File: config.mk
export PLATFORM = sky130hd
export DESIGN_NAME = julia_escape_time_core
export DESIGN_NICKNAME = d
export VERILOG_FILES = /design/src/rtl/jet_pkg.sv /design/src/rtl/jet_mul.sv /design/src/rtl/julia_escape_time_core.sv
export SDC_FILE = /design/constraint.sdc
export NUM_CORES = 2
export LEC_CHECK = 0
export BUFFER_PORTS_ARGS = -buffer_cell sky130_fd_sc_hd__buf_2
export CAP_MARGIN = 25
export CORE_ASPECT_RATIO = 0.5
export CORE_MARGIN = 2
export CORE_UTILIZATION = 40
export CTS_CLUSTER_SIZE = 10
export DETAILED_ROUTE_END_ITERATION = 7
export PLACE_DENSITY_LB_ADDON = 0.15
export SLEW_MARGIN = 40
export SYNTH_ARGS = -nofsm -noshare
export SYNTH_HDL_FRONTEND = slang
export SYNTH_SLANG_ARGS = --single-unit
File: constraint.sdc
create_clock -name clk_i -period 14.2 [get_ports clk_i]
set_input_delay 4.26 -clock clk_i [delete_from_list [all_inputs] [get_ports clk_i]]
set_output_delay 4.26 -clock clk_i [all_outputs]
set_load 0.005 [all_outputs]
File: src/rtl/jet_pkg.sv
// Package for the Julia set escape-time core.
// Holds the item and result structs, register indexes, fixed-point constants
// and the saturation helper. No dependencies.
package jet_pkg;

  localparam int FRAC_BITS = 28;
  localparam int MAX_SIDE  = 4096;
  localparam int IDX_W     = 12;
  localparam int CNT_W     = 16;

  typedef struct packed {
    logic [IDX_W-1:0] col;
    logic [IDX_W-1:0] row;
  } jet_in_t;

  typedef struct packed {
    logic [IDX_W-1:0] out_col;
    logic [IDX_W-1:0] out_row;
    logic [CNT_W-1:0] escape_count;
  } jet_out_t;

  typedef enum logic [2:0] {
    REG_CONST_RE   = 3'd0,
    REG_CONST_IM   = 3'd1,
    REG_RE_START   = 3'd2,
    REG_RE_STEP    = 3'd3,
    REG_IM_START   = 3'd4,
    REG_IM_STEP    = 3'd5,
    REG_RADIUS_SQ  = 3'd6,
    REG_MAX_ITER   = 3'd7
  } jet_reg_e;

  localparam logic signed [63:0] SAT_MAX = 64'sh0000_0000_7FFF_FFFF;
  localparam logic signed [63:0] SAT_MIN = ~SAT_MAX;

  function automatic logic signed [31:0] sat32(input logic signed [63:0] x);
    logic signed [31:0] r;
    if (x > SAT_MAX) begin
      r = 32'sh7FFF_FFFF;
    end else if (x < SAT_MIN) begin
      r = 32'sh8000_0000;
    end else begin
      r = x[31:0];
    end
    return r;
  endfunction

  function automatic logic signed [31:0] clamp_index(input logic [IDX_W-1:0] idx);
    logic [31:0] v;
    v = 32'(idx);
    if (v >= 32'(MAX_SIDE)) begin
      v = 32'(MAX_SIDE - 1);
    end
    return signed'(v);
  endfunction

endpackage

File: src/rtl/jet_mul.sv
// Shared signed 32 by 32 multiplier with a registered 64-bit product.
// Depends on nothing beyond the clock.
module jet_mul (
  input  logic               clk_i,
  input  logic signed [31:0] a_i,
  input  logic signed [31:0] b_i,
  output logic signed [63:0] p_o
);

  logic signed [63:0] p_q;

  always_ff @(posedge clk_i) begin
    p_q <= a_i * b_i;
  end

  assign p_o = p_q;

endmodule

File: src/rtl/julia_escape_time_core.sv
// Top level of the Julia set escape-time core: sequencer, state and registers.
// Depends on jet_pkg and on the shared multiplier jet_mul.
// An accepted item first has its start point formed in S_MRE and S_MIM; each
// iteration then runs S_MRR, S_MII, S_MRI and S_UPD with three passes through the
// one shared multiplier, and the final magnitude test in S_MRI registers done_o.
// busy_o stays high until the result, so no new item is taken before then.
// The receiver cannot stall; reset clears control state and loads register defaults.
module julia_escape_time_core
  import jet_pkg::*;
(
  input  logic        clk_i,
  input  logic        rst_ni,
  input  logic        cfg_we_i,
  input  logic [2:0]  cfg_idx_i,
  input  logic [31:0] cfg_wdata_i,
  input  logic        start_i,
  input  jet_in_t     item_i,
  output logic        busy_o,
  output logic        done_o,
  output jet_out_t    result_o
);

  typedef enum logic [6:0] {
    S_IDLE = 7'b0000001,
    S_MRE  = 7'b0000010,
    S_MIM  = 7'b0000100,
    S_MRR  = 7'b0001000,
    S_MII  = 7'b0010000,
    S_MRI  = 7'b0100000,
    S_UPD  = 7'b1000000
  } jet_state_e;

  jet_state_e         state_q, state_d;

  logic signed [30:0] const_re_q, const_im_q;
  logic signed [31:0] re_start_q, re_step_q, im_start_q, im_step_q;
  logic [30:0]        radius_q;
  logic [CNT_W-1:0]   max_iter_q;

  jet_in_t            item_q;
  logic signed [31:0] zr_q, zi_q;
  logic signed [63:0] rr_q, diff_q;
  logic [CNT_W-1:0]   count_q;
  logic               done_q;
  jet_out_t           result_q;

  logic signed [31:0] mul_a, mul_b;
  logic signed [63:0] prod;
  logic signed [63:0] start_sum;
  logic [63:0]        mag, limit;
  logic               stop;
  logic signed [31:0] nr, ni;
  logic               accept;

  jet_mul u_mul (
    .clk_i (clk_i),
    .a_i   (mul_a),
    .b_i   (mul_b),
    .p_o   (prod)
  );

  assign accept = start_i && (state_q == S_IDLE);

  always_ff @(posedge clk_i or negedge rst_ni) begin
    if (!rst_ni) begin
      const_re_q <= 31'sd536870912;
      const_im_q <= 31'sd0;
      re_start_q <= -32'sd536870912;
      re_step_q  <= 32'sd262272;
      im_start_q <= -32'sd536870912;
      im_step_q  <= 32'sd262272;
      radius_q   <= 31'd1073741824;
      max_iter_q <= 16'd256;
    end else if (cfg_we_i) begin
      case (jet_reg_e'(cfg_idx_i))
        REG_CONST_RE:  const_re_q <= cfg_wdata_i[30:0];
        REG_CONST_IM:  const_im_q <= cfg_wdata_i[30:0];
        REG_RE_START:  re_start_q <= cfg_wdata_i;
        REG_RE_STEP:   re_step_q  <= cfg_wdata_i;
        REG_IM_START:  im_start_q <= cfg_wdata_i;
        REG_IM_STEP:   im_step_q  <= cfg_wdata_i;
        REG_RADIUS_SQ: radius_q   <= cfg_wdata_i[30:0];
        REG_MAX_ITER:  max_iter_q <= cfg_wdata_i[CNT_W-1:0];
        default: ;
      endcase
    end
  end

  always_comb begin
    case (state_q)
      S_MRE: begin
        mul_a = clamp_index(item_q.col);
        mul_b = re_step_q;
      end
      S_MIM: begin
        mul_a = clamp_index(item_q.row);
        mul_b = im_step_q;
      end
      S_MRR: begin
        mul_a = zr_q;
        mul_b = zr_q;
      end
      S_MII: begin
        mul_a = zi_q;
        mul_b = zi_q;
      end
      default: begin
        mul_a = zr_q;
        mul_b = zi_q;
      end
    endcase
  end

  always_comb begin
    if (state_q == S_MIM) begin
      start_sum = 64'(re_start_q) + prod;
    end else begin
      start_sum = 64'(im_start_q) + prod;
    end
  end

  assign mag   = unsigned'(rr_q) + unsigned'(prod);
  assign limit = 64'(radius_q) << FRAC_BITS;
  assign stop  = !(count_q < max_iter_q) || !(mag < limit);
  assign nr    = sat32((diff_q >>> FRAC_BITS) + 64'(const_re_q));
  assign ni    = sat32((prod >>> (FRAC_BITS - 1)) + 64'(const_im_q));

  always_comb begin
    case (state_q)
      S_IDLE:  state_d = accept ? S_MRE : S_IDLE;
      S_MRE:   state_d = S_MIM;
      S_MIM:   state_d = S_MRR;
      S_MRR:   state_d = S_MII;
      S_MII:   state_d = S_MRI;
      S_MRI:   state_d = stop ? S_IDLE : S_UPD;
      S_UPD:   state_d = S_MRR;
      default: state_d = S_IDLE;
    endcase
  end

  always_ff @(posedge clk_i or negedge rst_ni) begin
    if (!rst_ni) begin
      state_q <= S_IDLE;
      done_q  <= 1'b0;
      count_q <= '0;
    end else begin
      state_q <= state_d;
      done_q  <= (state_q == S_MRI) && stop;
      if (accept) begin
        count_q <= '0;
      end else if (state_q == S_UPD) begin
        count_q <= count_q + 1'b1;
      end
    end
  end

  always_ff @(posedge clk_i) begin
    if (accept) begin
      item_q <= item_i;
    end
    case (state_q)
      S_MIM: zr_q <= sat32(start_sum);
      S_MRR: begin
        if (count_q == '0) begin
          zi_q <= sat32(start_sum);
        end
      end
      S_MII: rr_q <= prod;
      S_MRI: begin
        diff_q <= rr_q - prod;
        if (stop) begin
          result_q.out_col      <= item_q.col;
          result_q.out_row      <= item_q.row;
          result_q.escape_count <= count_q;
        end
      end
      S_UPD: begin
        zr_q <= nr;
        zi_q <= ni;
      end
      default: ;
    endcase
  end

  assign busy_o   = (state_q != S_IDLE);
  assign done_o   = done_q;
  assign result_o = result_q;

  a_done_after_test: assert property (@(posedge clk_i) disable iff (!rst_ni)
    done_o |-> $past(state_q == S_MRI))
    else $error("Result strobe without a preceding magnitude test.");

  a_start_enters_seq: assert property (@(posedge clk_i) disable iff (!rst_ni)
    (start_i && !busy_o) |=> (state_q == S_MRE))
    else $error("Accepted item did not start the sequence.");

  a_update_loops: assert property (@(posedge clk_i) disable iff (!rst_ni)
    (state_q == S_UPD) |=> (state_q == S_MRR && count_q == $past(count_q) + 1'b1))
    else $error("Iteration update did not loop back with the count advanced.");

  a_done_when_idle: assert property (@(posedge clk_i) disable iff (!rst_ni)
    done_o |-> !busy_o)
    else $error("Result strobe while an item is still being worked on.");

endmodule

==> metrics.csv <==
metric;value;unit
start_kind;register;
clockBufferDepth;3;
cp_num_cells;29;
cts-root-buf;clkbuf_16;
synthArstFlopShare;47.2;%
die_area;180000;sq um
max-cap-violations;0;
hold_buffers;0;
core;176000;sq um
postSynthAreaPerCell;9.61;sq um
critPathCaptureType;register;
die_x;598;um
via_count;54300;
tightest_slew;1050;ps
multiInputGateArea;50900;sq um
crit_type;register to register;
insertion_delay;670;ps
grt_use_total;28.1;%
grt-ovfl-total;0;
critPathArrivalTime;11840;ps
stdcell_area;76600;sq um
r2r_end;u_mul.p_o[62];
crit_path_max_incr_delay;1050;ps
layout_common_cells;1,134 x inv_1, 1,085 x fa_1, 748 x nor2_1;
yosysWarningCount;0;
synth_area;70700;sq um
synth_nets;8997;
hold_viol_final;0;
ant_nets;0;
fill_cells;17300;
setup_viol;0;
crit_slowest_cell;fa_1;
timing.rr.start;state_q[1];
pin_count;105;
finalWirelength;249;mm
r2r_slack;2890;ps
cts_buffers;68;
synth_edf_count;228;
yosysTopAreaCell;fa_1;
max_freq;88.5;MHz
cts_tree;built;
clk_pin_slew;60;ps
drv_slew;0;
reg2reg_depth;29;
final_common_cell;inv_1;
layout.nets;8989;
crit_fanout;39;
viasPerCell;5.54;
first_global_vias;55000;
tns;0;ps
required;14740;ps
worstHoldPathType;register to register;
fp.dieH;301;um
synthTopCellsByArea;fa_1 31%, edfxtp_1 9.7%, dfrtp_1 8.7%;
fin_crit_sh;79.6;%
slew_headroom;29.3;%
antenna_found_initial;22;
synth_top_area_share;30.7;%
drc;0;
dp_hpwl;199;mm
synth_seq_cells;553;
regArea;14700;sq um
layout_min_cycle_time;11310;ps
portBuffers;104;
drtPass1Iterations;6;
drive_above_1_share;10.5;%
crit_family;adder cells;
drt_iter0_drc;4928;
skew;32.7;ps
grt_setup_unrepaired;false;
crit_buf_inv;5;
grt_max_degree;70;
cts_setup_buffers;0;
startpoint;state_q[1];
netlist_instances;7358;
start_util;40.1;%
outcome;finished clean;
cts-htree-levels;3;
yosysUniqueCellTypes;100;
worstSetupEndpoint;u_mul.p_o[62];
num_rows;109;
gp_congestion;0.984;
placed_area;74500;sq um
synth_top_flop_cell;dfrtp_1;
yosysSeqAreaShare;20.8;%
avgRoutedWirePerCell;25.4;um
grt_first_pass_wirelength;373;mm
crit_top_cell;fa_1;
clkSinkCount;553;
syn_to_final_growth;8.40;%
cts_resized;0;
cell families (layout without fill, tap and decap cells):
group | count (synthesis) | count (layout) | share of synthesized area (%)
xor+xnor | 255 | 255 | 3.16
buf+inv | 1474 | 1522 | 7.95
other cells | 0 | 5 | 0
fa+ha+maj | 1576 | 1576 | 39.4
simple gates | 1908 | 1908 | 11.9
flops | 553 | 553 | 20.8
mux | 278 | 278 | 4.43
compound gates | 1314 | 1314 | 12.3
worst register-to-register path: cells and delay by family, from the launching register on:
kind,cells,cell delay (ps)
compound gates,7,1710
xor+xnor,1,140
simple gates,7,1930
fa+ha+maj,9,5320
flops,1,410
buf+inv,5,1650
cell type report:
cell class	instances	area share, %
inverters	1136	5.57
clock inverters	12	0.168
well taps	2386	3.90
repair buffers	260	2.31
flip-flops and latches	553	19.2
clock buffers	114	2.51
diodes	5	0.0163
multi-input cells	5331	66.4
routing by layer:
layer  vias up  track usage (%)  share of wire (%)
li1      24200                -                  -
met1     28000             42.8                 48
met2      1874             42.0                 43
met3       256             3.99                7.0
met4         2             6.41                2.4
met5         -                0             0.0052
metrics by stage:
step	instances	hold slack [ps]	setup WS, ps	utilization (%)
6_report	9797	467	2890	43.5
5_1_grt	9792	474	2220	43.5
4_1_cts	9790	475	3000	43.5
3_5_place_dp	9664	470	3050	42.3
3_3_place_gp	9663	457	3060	42.3
2_1_floorplan	7358	426	4640	-
worst min-delay path by stage:
stage,start,endpoint,slack (ps),cells past startpoint
floorplan,item_q[2],result_o[18],430,0
global placement,item_q[16],result_o[32],460,0
detailed placement,item_q[15],result_o[31],470,0
CTS,item_q[2],result_o[18],480,0
global route,item_q[2],result_o[18],470,0
finish,item_q[2],result_o[18],470,0
cells in the mapped netlist (31+ instances only):
| cell | n |
|---|---|
| a221oi_1 | 34 |
| inv_1 | 1134 |
| nand3_1 | 74 |
| clkbuf_1 | 294 |
| o21a_1 | 37 |
| dfxtp_1 | 64 |
| a211oi_1 | 42 |
| xor2_1 | 85 |
| o21ai_0 | 172 |
| nand4_1 | 69 |
| a21o_1 | 136 |
| xnor2_1 | 170 |
| and2_1 | 41 |
| a22oi_1 | 36 |
| a221o_1 | 33 |
| nand2b_1 | 55 |
| dfrtp_1 | 247 |
| nor3_1 | 74 |
| a21oi_1 | 439 |
| nand2_1 | 650 |
| nor4_1 | 31 |
| o211ai_1 | 33 |
| nor2b_1 | 33 |
| o21bai_1 | 59 |
| nor2_1 | 749 |
| ha_1 | 491 |
| a22o_1 | 52 |
| edfxtp_1 | 228 |
| fa_1 | 1085 |
| mux2_2 | 271 |
state kept, by name (all words and copies together), names as in the netlist, 31 cells and up:
signal      flops
const_im_q     31
const_re_q     31
re_step_q      32
result_o       40
zr_q           32
rr_q           64
zi_q           32
im_start_q     32
re_start_q     32
diff_q         36
u_mul.p_o      64
radius_q       31
im_step_q      32
Power is left out: the tool's default activity adds up to more than one toggle a clock period on the data nets, which glitch-free logic cannot reach.
